[config.mk]
export PLATFORM = sky130hd
export DESIGN_NAME = template_to_script_escaper_unit_flat
export DESIGN_NICKNAME = d
export VERILOG_FILES = /design/src/rtl/core/tse_pkg.sv /design/src/rtl/core/tse_in_if.sv /design/src/rtl/core/tse_out_if.sv /design/src/rtl/core/tse_ram.sv /design/src/rtl/core/tse_ctrl.sv /design/src/rtl/core/tse_dp.sv /design/src/rtl/core/template_to_script_escaper_unit.sv /design/src/flat_wrapper.sv
export SDC_FILE = /design/constraint.sdc
export NUM_CORES = 1
export LEC_CHECK = 0
export BUFFER_PORTS_ARGS = -buffer_cell sky130_fd_sc_hd__buf_2
export CORE_MARGIN = 8
export CORE_UTILIZATION = 56
export DETAILED_ROUTE_END_ITERATION = 6
export PLACE_DENSITY_LB_ADDON = 0.25
export SYNTH_ARGS = -nofsm -noshare
export SYNTH_HDL_FRONTEND = slang
export SYNTH_SLANG_ARGS = --single-unit
[constraint.sdc]
create_clock -name clk_i -period 4 [get_ports clk_i]
set_clock_uncertainty 0.15 [all_clocks]
set_input_delay 0.2 -clock clk_i [delete_from_list [all_inputs] [get_ports clk_i]]
set_output_delay 0.2 -clock clk_i [all_outputs]
set_load 0.03 [all_outputs]
[src/rtl/core/tse_pkg.sv]
// Shared types, character codes and tables for the template-to-script escaper.
package tse_pkg;

  localparam int unsigned HoldDepth  = 16;
  localparam int unsigned CharBits   = 16;
  localparam int unsigned SymW       = 16;
  localparam int unsigned HoldAddrW  = (HoldDepth > 1) ? $clog2(HoldDepth) : 1;
  localparam int unsigned HoldCntW   = $clog2(HoldDepth + 1);
  localparam int unsigned BraceW     = 16;
  localparam int unsigned PrefixLen  = 18;
  localparam int unsigned PrefixIdxW = $clog2(PrefixLen);

  typedef logic [CharBits-1:0] char_t;
  typedef logic [SymW-1:0]     sym_t;

  localparam char_t ChAt      = char_t'(8'h40);
  localparam char_t ChDollar  = char_t'(8'h24);
  localparam char_t ChLBrace  = char_t'(8'h7B);
  localparam char_t ChRBrace  = char_t'(8'h7D);
  localparam char_t ChLBrack  = char_t'(8'h5B);
  localparam char_t ChRBrack  = char_t'(8'h5D);
  localparam char_t ChNl      = char_t'(8'h0A);
  localparam char_t ChBslash  = char_t'(8'h5C);
  localparam char_t ChQuote   = char_t'(8'h22);
  localparam char_t ChApos    = char_t'(8'h27);

  localparam logic signed [BraceW-1:0] BraceMax  = {1'b0, {(BraceW-1){1'b1}}};
  localparam logic signed [BraceW-1:0] BraceMin  = {1'b1, {(BraceW-1){1'b0}}};
  localparam logic signed [BraceW-1:0] BraceOne  = BraceW'(1);

  // Emit plan bits, served lowest first
  localparam int unsigned EmAt  = 0;  // pending at-sign
  localparam int unsigned EmEsc = 1;  // backslash, dollar
  localparam int unsigned EmBs  = 2;  // backslash before the character
  localparam int unsigned EmChr = 3;  // the character itself
  localparam int unsigned EmPre = 4;  // append prefix
  localparam int unsigned EmCls = 5;  // quote, newline
  localparam int unsigned EmitW = 6;

  typedef logic [EmitW-1:0] emit_mask_t;

  typedef struct packed {
    logic load;
    logic rep_start;
    logic hold_drop;
    logic hold_wr;
    logic rd;
    logic plan;
    logic src_ram;
    logic tail;
    logic emit;
    logic flush;
  } cmd_t;

  typedef struct packed {
    logic fin;
    logic skip_path;
    logic is_nl;
    logic can_hold;
    logic held_nz;
    logic rep_more;
    logic emit_done;
    logic pend_valid;
    logic can_push;
  } stat_t;

  function automatic logic is_blank(char_t c);
    logic [31:0] v;
    v = 32'(c);
    return (v >= 32'h09 && v <= 32'h0D) || v == 32'h20 || v == 32'hA0 ||
           v == 32'h1680 || (v >= 32'h2000 && v <= 32'h200A) ||
           v == 32'h2028 || v == 32'h2029 || v == 32'h202F ||
           v == 32'h205F || v == 32'h3000;
  endfunction

  function automatic logic is_special(char_t c);
    return c == ChBslash || c == ChLBrace || c == ChRBrace || c == ChLBrack ||
           c == ChRBrack || c == ChApos || c == ChQuote;
  endfunction

  function automatic char_t prefix_char(logic [PrefixIdxW-1:0] idx);
    char_t c;
    case (idx)
      PrefixIdxW'(0):  c = char_t'(8'h0A);
      PrefixIdxW'(1):  c = char_t'(8'h61);
      PrefixIdxW'(2):  c = char_t'(8'h70);
      PrefixIdxW'(3):  c = char_t'(8'h70);
      PrefixIdxW'(4):  c = char_t'(8'h65);
      PrefixIdxW'(5):  c = char_t'(8'h6E);
      PrefixIdxW'(6):  c = char_t'(8'h64);
      PrefixIdxW'(7):  c = char_t'(8'h20);
      PrefixIdxW'(8):  c = char_t'(8'h67);
      PrefixIdxW'(9):  c = char_t'(8'h32);
      PrefixIdxW'(10): c = char_t'(8'h72);
      PrefixIdxW'(11): c = char_t'(8'h65);
      PrefixIdxW'(12): c = char_t'(8'h73);
      PrefixIdxW'(13): c = char_t'(8'h75);
      PrefixIdxW'(14): c = char_t'(8'h6C);
      PrefixIdxW'(15): c = char_t'(8'h74);
      PrefixIdxW'(16): c = char_t'(8'h20);
      PrefixIdxW'(17): c = char_t'(8'h22);
      default:         c = '0;
    endcase
    return c;
  endfunction

endpackage

[src/rtl/core/tse_in_if.sv]
// Input channel: one template character or an end-of-template marker.
interface tse_in_if;
  logic               valid;
  logic               ready;
  logic [tse_pkg::SymW-1:0] symbol;
  logic               finish;

  modport source (output valid, output symbol, output finish, input ready);
  modport sink   (input valid, input symbol, input finish, output ready);
endinterface

[src/rtl/core/tse_out_if.sv]
// Output channel: one script character with an end-of-run flag.
interface tse_out_if;
  logic               valid;
  logic               ready;
  logic [tse_pkg::SymW-1:0] out_symbol;
  logic               run_last;

  modport source (output valid, output out_symbol, output run_last, input ready);
  modport sink   (input valid, input out_symbol, input run_last, output ready);
endinterface

[src/rtl/core/tse_ram.sv]
// Generic single-write, single-read RAM with registered read data.
module tse_ram #(
  parameter int unsigned Width = 16,
  parameter int unsigned Depth = 16,
  localparam int unsigned AddrW = (Depth > 1) ? $clog2(Depth) : 1
) (
  input  logic             clk_i,
  input  logic             we_i,
  input  logic [AddrW-1:0] waddr_i,
  input  logic [Width-1:0] wdata_i,
  input  logic             re_i,
  input  logic [AddrW-1:0] raddr_i,
  output logic [Width-1:0] rdata_o
);

  logic [Width-1:0] mem_q [Depth];
  logic [Width-1:0] rdata_q;

  always_ff @(posedge clk_i) begin
    if (we_i) begin
      mem_q[waddr_i] <= wdata_i;
    end
    if (re_i) begin
      rdata_q <= mem_q[raddr_i];
    end
  end

  assign rdata_o = rdata_q;

endmodule

[src/rtl/core/tse_ctrl.sv]
// Sequencing state machine: decides the path of each transaction and steps the datapath.
module tse_ctrl (
  input  logic           clk_i,
  input  logic           rst_ni,
  input  logic           in_valid_i,
  output logic           in_ready_o,
  input  tse_pkg::stat_t stat_i,
  output tse_pkg::cmd_t  cmd_o
);

  typedef enum logic [6:0] {
    StIdle   = 7'b0000001,
    StDecide = 7'b0000010,
    StRead   = 7'b0000100,
    StPlan   = 7'b0001000,
    StEmit   = 7'b0010000,
    StTail   = 7'b0100000,
    StFlush  = 7'b1000000
  } state_e;

  state_e state_q, state_d;
  logic   fin_q, fin_d;
  logic   item_pend_q, item_pend_d;
  logic   src_ram_q, src_ram_d;

  always_comb begin
    state_d     = state_q;
    fin_d       = fin_q;
    item_pend_d = item_pend_q;
    src_ram_d   = src_ram_q;
    cmd_o       = '0;
    in_ready_o  = 1'b0;
    case (state_q)
      StIdle: begin
        in_ready_o = 1'b1;
        if (in_valid_i) begin
          cmd_o.load = 1'b1;
          state_d    = StDecide;
        end
      end
      StDecide: begin
        fin_d       = stat_i.fin;
        item_pend_d = 1'b0;
        src_ram_d   = 1'b0;
        if (stat_i.fin) begin
          cmd_o.rep_start = 1'b1;
          state_d = stat_i.held_nz ? StRead : StTail;
        end else if (stat_i.skip_path && stat_i.is_nl) begin
          cmd_o.hold_drop = 1'b1;
          state_d = StFlush;
        end else if (stat_i.skip_path && stat_i.can_hold) begin
          cmd_o.hold_wr = 1'b1;
          state_d = StFlush;
        end else if (stat_i.skip_path) begin
          // skip ends: replay what was held, then the character itself
          cmd_o.rep_start = 1'b1;
          if (stat_i.held_nz) begin
            item_pend_d = 1'b1;
            state_d     = StRead;
          end else begin
            state_d = StPlan;
          end
        end else begin
          state_d = StPlan;
        end
      end
      StRead: begin
        cmd_o.rd  = 1'b1;
        src_ram_d = 1'b1;
        state_d   = StPlan;
      end
      StPlan: begin
        cmd_o.plan    = 1'b1;
        cmd_o.src_ram = src_ram_q;
        state_d       = StEmit;
      end
      StEmit: begin
        cmd_o.emit = 1'b1;
        if (stat_i.emit_done) begin
          if (stat_i.rep_more) begin
            state_d = StRead;
          end else if (item_pend_q) begin
            item_pend_d = 1'b0;
            src_ram_d   = 1'b0;
            state_d     = StPlan;
          end else if (fin_q) begin
            state_d = StTail;
          end else begin
            state_d = StFlush;
          end
        end
      end
      StTail: begin
        cmd_o.tail = 1'b1;
        fin_d      = 1'b0;
        state_d    = StEmit;
      end
      StFlush: begin
        cmd_o.flush = 1'b1;
        if (!stat_i.pend_valid || stat_i.can_push) begin
          state_d = StIdle;
        end
      end
      default: begin
        state_d = StIdle;
      end
    endcase
  end

  always_ff @(posedge clk_i or negedge rst_ni) begin
    if (!rst_ni) begin
      state_q     <= StIdle;
      fin_q       <= 1'b0;
      item_pend_q <= 1'b0;
      src_ram_q   <= 1'b0;
    end else begin
      state_q     <= state_d;
      fin_q       <= fin_d;
      item_pend_q <= item_pend_d;
      src_ram_q   <= src_ram_d;
    end
  end

endmodule

[src/rtl/core/tse_dp.sv]
// Datapath: mode flags, held-blank store, emit planner and the output register.
module tse_dp (
  input  logic                 clk_i,
  input  logic                 rst_ni,
  input  tse_pkg::cmd_t        cmd_i,
  output tse_pkg::stat_t       stat_o,
  input  tse_pkg::sym_t        in_symbol_i,
  input  logic                 in_finish_i,
  input  logic                 out_ready_i,
  output logic                 out_valid_o,
  output tse_pkg::sym_t        out_symbol_o,
  output logic                 out_last_o
);

  localparam int unsigned HoldCntW   = tse_pkg::HoldCntW;
  localparam int unsigned HoldAddrW  = tse_pkg::HoldAddrW;
  localparam int unsigned PrefixIdxW = tse_pkg::PrefixIdxW;
  localparam int unsigned BraceW     = tse_pkg::BraceW;

  // item and mode state
  tse_pkg::char_t item_sym_q, item_sym_d;
  logic           item_fin_q, item_fin_d;
  logic           at_q, at_d, copy_q, copy_d, dol_q, dol_d;
  logic           var_q, var_d, skip_q, skip_d;
  logic signed [BraceW-1:0] brace_q, brace_d;
  logic [HoldCntW-1:0] held_cnt_q, held_cnt_d;
  logic [HoldCntW-1:0] rep_n_q, rep_n_d, rep_k_q, rep_k_d;

  // emit plan
  tse_pkg::emit_mask_t    mask_q, mask_d;
  logic [PrefixIdxW-1:0]  sub_q, sub_d;
  tse_pkg::char_t         plan_sym_q, plan_sym_d;

  // pending character and output register
  logic           pend_valid_q, pend_valid_d;
  tse_pkg::sym_t  pend_sym_q, pend_sym_d;
  logic           out_valid_q, out_valid_d;
  tse_pkg::sym_t  out_sym_q, out_sym_d;
  logic           out_last_q, out_last_d;

  tse_pkg::char_t ram_rdata;
  tse_pkg::char_t pc;
  logic           can_push;

  // planner results
  tse_pkg::emit_mask_t plan_mask;
  logic           p_at, p_copy, p_dol, p_var, p_skip;
  logic signed [BraceW-1:0] p_brace;

  // emit step results
  logic                  emit_fire;
  tse_pkg::char_t        emit_ch;
  tse_pkg::emit_mask_t   emit_mask;
  logic [PrefixIdxW-1:0] emit_sub;

  tse_ram #(
    .Width (tse_pkg::CharBits),
    .Depth (tse_pkg::HoldDepth)
  ) u_hold (
    .clk_i   (clk_i),
    .we_i    (cmd_i.hold_wr),
    .waddr_i (held_cnt_q[HoldAddrW-1:0]),
    .wdata_i (item_sym_q),
    .re_i    (cmd_i.rd),
    .raddr_i (rep_k_q[HoldAddrW-1:0]),
    .rdata_o (ram_rdata)
  );

  assign can_push = !out_valid_q || out_ready_i;
  assign pc       = cmd_i.src_ram ? ram_rdata : item_sym_q;

  assign stat_o.fin        = item_fin_q;
  assign stat_o.skip_path  = skip_q && !(held_cnt_q == '0 && item_sym_q == tse_pkg::ChAt);
  assign stat_o.is_nl      = item_sym_q == tse_pkg::ChNl;
  assign stat_o.can_hold   = tse_pkg::is_blank(item_sym_q) &&
                             (held_cnt_q < HoldCntW'(tse_pkg::HoldDepth));
  assign stat_o.held_nz    = held_cnt_q != '0;
  assign stat_o.rep_more   = rep_k_q < rep_n_q;
  assign stat_o.emit_done  = mask_q == '0;
  assign stat_o.pend_valid = pend_valid_q;
  assign stat_o.can_push   = can_push;

  // What one character emits and how it moves the mode flags
  always_comb begin
    plan_mask = '0;
    p_at      = at_q;
    p_copy    = copy_q;
    p_dol     = dol_q;
    p_var     = var_q;
    p_skip    = skip_q;
    p_brace   = brace_q;
    if (pc == tse_pkg::ChAt) begin
      if (at_q) begin
        if (copy_q) begin
          plan_mask[tse_pkg::EmPre] = 1'b1;
        end else begin
          plan_mask[tse_pkg::EmCls] = 1'b1;
        end
        p_copy = !copy_q;
        p_skip = 1'b1;
      end
      p_at = !at_q;
    end else begin
      plan_mask[tse_pkg::EmAt] = at_q;
      p_at = 1'b0;
      if (copy_q) begin
        plan_mask[tse_pkg::EmChr] = 1'b1;
      end else if (pc == tse_pkg::ChDollar) begin
        if (dol_q) begin
          p_var   = 1'b1;
          p_brace = '0;
          plan_mask[tse_pkg::EmChr] = 1'b1;
        end
        p_dol = !dol_q;
      end else begin
        plan_mask[tse_pkg::EmEsc] = dol_q;
        p_dol = 1'b0;
        if (var_q) begin
          plan_mask[tse_pkg::EmChr] = 1'b1;
          if (pc == tse_pkg::ChLBrace && brace_q != tse_pkg::BraceMax) begin
            p_brace = brace_q + tse_pkg::BraceOne;
          end else if (pc == tse_pkg::ChRBrace && brace_q != tse_pkg::BraceMin) begin
            p_brace = brace_q - tse_pkg::BraceOne;
          end
          p_var = p_brace != '0;
        end else begin
          plan_mask[tse_pkg::EmBs]  = tse_pkg::is_special(pc);
          plan_mask[tse_pkg::EmChr] = 1'b1;
        end
      end
    end
  end

  // One character per step, lowest plan bit first
  always_comb begin
    emit_ch   = tse_pkg::ChAt;
    emit_mask = mask_q;
    emit_sub  = sub_q + PrefixIdxW'(1);
    if (mask_q[tse_pkg::EmAt]) begin
      emit_ch   = tse_pkg::ChAt;
      emit_mask[tse_pkg::EmAt] = 1'b0;
      emit_sub  = '0;
    end else if (mask_q[tse_pkg::EmEsc]) begin
      if (sub_q == '0) begin
        emit_ch = tse_pkg::ChBslash;
      end else begin
        emit_ch  = tse_pkg::ChDollar;
        emit_mask[tse_pkg::EmEsc] = 1'b0;
        emit_sub = '0;
      end
    end else if (mask_q[tse_pkg::EmBs]) begin
      emit_ch  = tse_pkg::ChBslash;
      emit_mask[tse_pkg::EmBs] = 1'b0;
      emit_sub = '0;
    end else if (mask_q[tse_pkg::EmChr]) begin
      emit_ch  = plan_sym_q;
      emit_mask[tse_pkg::EmChr] = 1'b0;
      emit_sub = '0;
    end else if (mask_q[tse_pkg::EmPre]) begin
      emit_ch = tse_pkg::prefix_char(sub_q);
      if (sub_q == PrefixIdxW'(tse_pkg::PrefixLen - 1)) begin
        emit_mask[tse_pkg::EmPre] = 1'b0;
        emit_sub = '0;
      end
    end else if (mask_q[tse_pkg::EmCls]) begin
      if (sub_q == '0) begin
        emit_ch = tse_pkg::ChQuote;
      end else begin
        emit_ch  = tse_pkg::ChNl;
        emit_mask[tse_pkg::EmCls] = 1'b0;
        emit_sub = '0;
      end
    end
  end

  assign emit_fire = cmd_i.emit && (mask_q != '0) && can_push;

  always_comb begin
    item_sym_d   = item_sym_q;
    item_fin_d   = item_fin_q;
    at_d         = at_q;
    copy_d       = copy_q;
    dol_d        = dol_q;
    var_d        = var_q;
    skip_d       = skip_q;
    brace_d      = brace_q;
    held_cnt_d   = held_cnt_q;
    rep_n_d      = rep_n_q;
    rep_k_d      = rep_k_q;
    mask_d       = mask_q;
    sub_d        = sub_q;
    plan_sym_d   = plan_sym_q;
    pend_valid_d = pend_valid_q;
    pend_sym_d   = pend_sym_q;
    out_valid_d  = out_valid_q && !out_ready_i;
    out_sym_d    = out_sym_q;
    out_last_d   = out_last_q;

    if (cmd_i.load) begin
      item_sym_d = tse_pkg::char_t'(in_symbol_i);
      item_fin_d = in_finish_i;
    end
    if (cmd_i.rep_start) begin
      rep_n_d    = held_cnt_q;
      rep_k_d    = '0;
      held_cnt_d = '0;
      skip_d     = 1'b0;
    end
    if (cmd_i.hold_drop) begin
      held_cnt_d = '0;
      skip_d     = 1'b0;
    end
    if (cmd_i.hold_wr) begin
      held_cnt_d = held_cnt_q + HoldCntW'(1);
    end
    if (cmd_i.plan) begin
      at_d       = p_at;
      copy_d     = p_copy;
      dol_d      = p_dol;
      var_d      = p_var;
      skip_d     = p_skip;
      brace_d    = p_brace;
      mask_d     = plan_mask;
      sub_d      = '0;
      plan_sym_d = pc;
      if (cmd_i.src_ram) begin
        rep_k_d = rep_k_q + HoldCntW'(1);
      end
    end
    if (cmd_i.tail) begin
      // trailing at-sign, dollar and close, then back to the reset state
      mask_d = '0;
      mask_d[tse_pkg::EmAt]  = at_q;
      mask_d[tse_pkg::EmEsc] = dol_q;
      mask_d[tse_pkg::EmCls] = !copy_q;
      sub_d      = '0;
      at_d       = 1'b0;
      copy_d     = 1'b1;
      dol_d      = 1'b0;
      var_d      = 1'b0;
      skip_d     = 1'b0;
      brace_d    = '0;
      held_cnt_d = '0;
    end
    // one character stays pending so the last one of a run can be marked
    if (emit_fire) begin
      mask_d = emit_mask;
      sub_d  = emit_sub;
      if (pend_valid_q) begin
        out_valid_d = 1'b1;
        out_sym_d   = pend_sym_q;
        out_last_d  = 1'b0;
      end
      pend_valid_d = 1'b1;
      pend_sym_d   = tse_pkg::SymW'(emit_ch);
    end
    if (cmd_i.flush && pend_valid_q && can_push) begin
      out_valid_d  = 1'b1;
      out_sym_d    = pend_sym_q;
      out_last_d   = 1'b1;
      pend_valid_d = 1'b0;
    end
  end

  always_ff @(posedge clk_i or negedge rst_ni) begin
    if (!rst_ni) begin
      at_q         <= 1'b0;
      copy_q       <= 1'b1;
      dol_q        <= 1'b0;
      var_q        <= 1'b0;
      skip_q       <= 1'b0;
      brace_q      <= '0;
      held_cnt_q   <= '0;
      rep_n_q      <= '0;
      rep_k_q      <= '0;
      mask_q       <= '0;
      sub_q        <= '0;
      pend_valid_q <= 1'b0;
      out_valid_q  <= 1'b0;
    end else begin
      at_q         <= at_d;
      copy_q       <= copy_d;
      dol_q        <= dol_d;
      var_q        <= var_d;
      skip_q       <= skip_d;
      brace_q      <= brace_d;
      held_cnt_q   <= held_cnt_d;
      rep_n_q      <= rep_n_d;
      rep_k_q      <= rep_k_d;
      mask_q       <= mask_d;
      sub_q        <= sub_d;
      pend_valid_q <= pend_valid_d;
      out_valid_q  <= out_valid_d;
    end
  end

  always_ff @(posedge clk_i) begin
    item_sym_q <= item_sym_d;
    item_fin_q <= item_fin_d;
    plan_sym_q <= plan_sym_d;
    pend_sym_q <= pend_sym_d;
    out_sym_q  <= out_sym_d;
    out_last_q <= out_last_d;
  end

  assign out_valid_o  = out_valid_q;
  assign out_symbol_o = out_sym_q;
  assign out_last_o   = out_last_q;

endmodule

[src/rtl/core/template_to_script_escaper_unit.sv]
// Top level of the template-to-script escaper: controller plus datapath.
//
// Usage: feed template characters on in_i (symbol, finish) with valid/ready;
// script characters come out on out_o (out_symbol, run_last) with valid/ready.
// Each input transaction yields zero or more output transactions; run_last
// marks the final one caused by that input. finish=1 flushes held blanks,
// trailing at/dollar and an open text run, then returns to the reset state.
// Timing: one input at a time. A plain character passes the decide, plan,
// emit and flush steps; a held blank only decide and flush; each replayed
// blank is read from the store, planned and emitted before the character.
// The pace is set by the single emit step of the sequencer, one character
// a cycle while the receiver is not stalling.
// Results are registered: out_o is driven from a flop, and the next input is
// taken while the final result of the previous one still waits in it.
// Reset (rst_ni low, asynchronous) clears all mode flags, the hold count and
// the output register; the blank store needs no clearing.
// A stalled receiver (out_o.ready low) freezes the emit step; nothing is lost.
module template_to_script_escaper_unit (
  input  logic      clk_i,
  input  logic      rst_ni,
  tse_in_if.sink    in_i,
  tse_out_if.source out_o
);

  tse_pkg::cmd_t  cmd;
  tse_pkg::stat_t stat;

  tse_ctrl u_ctrl (
    .clk_i      (clk_i),
    .rst_ni     (rst_ni),
    .in_valid_i (in_i.valid),
    .in_ready_o (in_i.ready),
    .stat_i     (stat),
    .cmd_o      (cmd)
  );

  tse_dp u_dp (
    .clk_i        (clk_i),
    .rst_ni       (rst_ni),
    .cmd_i        (cmd),
    .stat_o       (stat),
    .in_symbol_i  (in_i.symbol),
    .in_finish_i  (in_i.finish),
    .out_ready_i  (out_o.ready),
    .out_valid_o  (out_o.valid),
    .out_symbol_o (out_o.out_symbol),
    .out_last_o   (out_o.run_last)
  );

endmodule

[src/flat_wrapper.sv]
// flat-port wrapper written by rule: the top's interface ports become plain ports
module template_to_script_escaper_unit_flat 
  (clk_i, rst_ni, in_i_valid, in_i_symbol, in_i_finish, in_i_ready, out_o_valid, out_o_out_symbol, out_o_run_last, out_o_ready);
  tse_in_if in_i_i ();
  tse_out_if out_o_i ();
  input  logic clk_i;
  input  logic rst_ni;
  input wire logic [$bits(in_i_i.valid)-1:0] in_i_valid;
  input wire logic [$bits(in_i_i.symbol)-1:0] in_i_symbol;
  input wire logic [$bits(in_i_i.finish)-1:0] in_i_finish;
  output wire logic [$bits(in_i_i.ready)-1:0] in_i_ready;
  output wire logic [$bits(out_o_i.valid)-1:0] out_o_valid;
  output wire logic [$bits(out_o_i.out_symbol)-1:0] out_o_out_symbol;
  output wire logic [$bits(out_o_i.run_last)-1:0] out_o_run_last;
  input wire logic [$bits(out_o_i.ready)-1:0] out_o_ready;
  assign in_i_i.valid = in_i_valid;
  assign in_i_i.symbol = in_i_symbol;
  assign in_i_i.finish = in_i_finish;
  assign in_i_ready = in_i_i.ready;
  assign out_o_valid = out_o_i.valid;
  assign out_o_out_symbol = out_o_i.out_symbol;
  assign out_o_run_last = out_o_i.run_last;
  assign out_o_i.ready = out_o_ready;
  template_to_script_escaper_unit u_core (.clk_i(clk_i), .rst_ni(rst_ni), .in_i(in_i_i), .out_o(out_o_i));
endmodule
==> impl.org <==
** Worst setup path
- Crit path top cell by count :: nor3_1
- Among all stages on the critical path, the largest delay is contributed by or4_1.
- Critical path buffers and inverters :: 1
- Crit path arrival time :: 3.82 ns
- Worst setup EP type :: flop
- STA puts the critical path data required time at 4.08 ns.
- Largest delay share family, worst path :: simple AND/OR/NAND/NOR gates
- For this run, the slowest stage of the critical path takes 0.55 ns.
- Category of the worst setup path launch point :: flop
- Crit path cell chain :: or4_1 -> or2_2 -> a211o_1 -> a21oi_1 -> a31oi_1 -> nor3_1 -> nand2_1 -> nor3_1 -> and2_1 -> buf_4
- Along the worst path, the maximum fanout reaches 16.
- The worst setup path is of the flop to flop kind.

** Clock network
- No sink is reached through more buffers than the 3 on the longest clock path.
- Counting the buffers created by CTS gives 41.
- TritonCTS built the clock tree.
- The clock reaches the later pin of the worst-skew pair after 0.54 ns.
- Clock-pin slew was measured on the worst setup and hold paths at 0.06 ns.
- H-tree depth :: 2
- Clock tree sinks :: 397
- CTS placed an instance of clkbuf_16 at the clock tree root.

** Routing
- Detailed Routing Iterations Pass 1 :: 6
- After detailed routing, the number of vias per cell comes to 6.313.
- # DRC :: 0
- Wires add up to 42,650 um.
- Mean routed wirelength per cell :: 25.67 um
- In this run the remaining antenna-violating nets after routing total 0.
- In this run, the number of DRC markers left after iteration 0 of detailed routing was 1,103.
- The final route contains 10.49k vias.

** Die
- Die height :: 191.1 um
- Pin placement for this block handled 40 I/O pins.
- The die covers 36,520 um2.
- The die is 191.1 um wide.
- Row cnt :: 64
- Initial cell density of the core :: 0.5642
- Core area :: 30,430 um2

** Pwr
- The worst-case IR drop observed on VDD is 0.0004313 V.
- The analysis attributes to cell leakage a power of 6.739 nW.
- Areal power density over the cells :: 480.7 nW/um2

** Timing
- Period Utilization, post-route :: 0.9353
- The number of failing hold endpoints at the final stage was 0.
- Fmax achieved :: 267.3 MHz
- Final-layout setup total negative slack :: 0 ns
- After layout, the minimum clock period comes to 3.741 ns.
- Final number of max-transition violations :: 0
- For the pin with the worst max-slew slack, the measured transition is 1.003 ns.
- Setup repair after global routing left no endpoint under its margin.
- Worst hold slack :: 0.1163 ns
- In this run the tightest slew margin relative to its limit is 0.3313.
- Final Setup Violations :: 0
- Across all setup checks in the final design, the least slack found is 0.2589 ns.

** Synthesis
- Synthesized netlist net count :: 1,155
- Synthesis Warnings :: 0
- Synthesis produced 1,116 cells.
- Count of cell types in the netlist :: 77
- Async set or reset register ratio after synthesis :: 0.1486
- Proportion of synthesized chip area in sequential cells :: 0.6767
- Number of enable-type register cells in the synthesized netlist :: 337
- Avg Synthesized Cell Area :: 15.38 um2
- Top cells by area in the synthesized netlist :: edfxtp_1, mux4_2, dfrtp_1
- Summed over all instances, the cell type with the most area after synthesis is edfxtp_1.
- Commonest cells post-synth :: edfxtp_1, nand2_1, mux4_2
- Main flop type after synthesis :: edfxtp_1
- Most frequent cell after synthesis :: edfxtp_1
- The cell area that synthesis handed to floorplanning was 17,170 um2.
- FF+latch count, synth :: 397
- Area share of the largest cell type after synthesis :: 0.5894

** Place
- During placement, the flow inserted port buffers numbering 39.
- Timing analysis after detailed placement gives a worst setup slack of 0.3228 ns.
- Once detailed placement completed, the half-perimeter wirelength came to 28,300 um.
- At the end of routability-driven placement, the weighted congestion stood at 0.9088.
- The number of placed instances, taps included, is 1,568.

** Cells and area
- Synthesis-to-finish area growth :: 14.66%
- NumNets Final :: 1,274
- After the flow finishes, the layout carries non-filler instances totaling 1,661.
- In the final layout, the share of cells above drive strength 1 is 0.2193.

** GRT
- The first global-routing pass estimated 64,160 um of wire.
- In the global route stage, overall resource usage came out at 0.2363.
- Pin count of the biggest net entering global routing :: 51
- After global routing the overflow that remains totals 0.
- Initial antenna violation count :: 5
- The number of global-route vias before repair came to 10.24k.

** Flow run
- Maxcap violations :: 0

** Run status
- Run status :: finished, final reports clean

** Min path
- Worst min-delay path category :: primary input to async pin
-- worst paths after layout --
path	slack, ns	cells after the start	from	endpoint
max in group asynchronous	2.65	3	rst_ni	u_core.u_ctrl.state_q[0]
worst max-delay path	0.26	10	u_core.u_dp.item_sym_q[4]	u_core.u_dp.u_hold.mem_q[15][15]
worst max register to register	0.26	10	u_core.u_dp.item_sym_q[4]	u_core.u_dp.u_hold.mem_q[15][15]
worst min-delay path	0.12	2	rst_ni	u_core.u_dp.sub_q[1]
worst min register to register	0.27	0	u_core.u_dp.pend_sym_q[9]	u_core.u_dp.out_symbol_o[9]
min in group clk_i	0.22	2	in_i_symbol[10]	u_core.u_dp.item_sym_q[10]
-- cell type report --
class	instances	area, um2
Antenna cell	2	5.005
Clock buffer	46	1076
Clock inverter	25	207.7
Fill cell	2146	10740
Inverter	29	108.9
Multi-Input combinational cell	643	5268
Sequential cell	397	11620
Tap cell	396	495.5
Timing Repair Buffer	123	900.9
-- flip-flops by register name (all words and copies together) (netlist names), 6 cells and up --
name / cells
u_core.u_dp.brace_q: 16
u_core.u_dp.u_hold.rdata_o: 16
u_core.u_dp.item_sym_q: 16
u_core.u_dp.out_symbol_o: 16
u_core.u_dp.mask_q: 6
u_core.u_dp.plan_sym_q: 16
u_core.u_ctrl.state_q: 7
u_core.u_dp.u_hold.mem_q: 256
u_core.u_dp.pend_sym_q: 16
-- layout by cell type, fill, tap and decap left out, drive strengths merged, types with 10 or more instances in the layout --
master,netlist,layout
nor2b,10,10
o21ai,60,60
buf,15,103
inv,29,31
nor2,43,43
nand2,106,106
edfxtp,337,337
ha,18,18
mux4,80,80
nor3b,12,12
nand3,22,22
and2,29,29
nand2b,10,10
dlygate4sd3,0,20
xnor2,13,13
nor3,26,26
nor4,21,21
a21oi,39,39
clkbuf,32,46
dfrtp,57,57
clkinv,0,20
or3,16,16
-- kinds of logic (layout without fill, tap and decap cells) --
family | after synthesis | count (layout) | share of synthesized area
buffers and inverters | 76 | 223 | 0.01749
muxes | 93 | 93 | 0.1128
other | 0 | 2 | 0
AOI/OAI and AO/OA | 175 | 175 | 0.06515
and+or+nand+nor | 340 | 340 | 0.1060
xor gates and xnor gates | 17 | 17 | 0.008672
adders and majority gates | 18 | 18 | 0.01312
DFF | 397 | 397 | 0.6767
-- where the power goes --
group	leakage [nW]	internal [mW]	switching [mW]
Combinational	2.27	0.304	0.616
Sequential	3.83	4.74	0.155
Clock	0.639	2.08	1.57
-- timing repair --
action,4_1_cts,5_1_grt
setup endpoints to repair,0,5
endpoints found under the hold margin,47,0
buffers inserted,0,0
hold buffers,20,0
gates resized for setup,0,1
-- worst register-to-register path, cell delays in order, from the launching register on --
cell	delay, ns
edfxtp_1	0.40
or4_1	0.55
or2_2	0.32
a211o_1	0.28
a21oi_1	0.12
a31oi_1	0.06
nor3_1	0.28
nand2_1	0.29
nor3_1	0.51
and2_1	0.22
buf_4	0.25
-- per-layer routing --
metal | up-vias | global-route usage | part of all wire
li1 | 4619 | - | -
met1 | 5281 | 0.3145 | 0.40
met2 | 510 | 0.3725 | 0.48
met3 | 74 | 0.07424 | 0.10
met4 | 2 | 0.06750 | 0.027
met5 | - | 0 | 0.00042
-- through the flow --
stage	util	instance area [um2]	power, mW
after global routing	0.6468	19680	9.788
after CTS	0.6466	19680	9.510
after floorplan	-	17170	5.483
final	0.6469	19690	9.462
after global placement	0.5978	18190	5.833
after detailed placement	0.5978	18190	5.865
(Power assumes the default switching activity.)
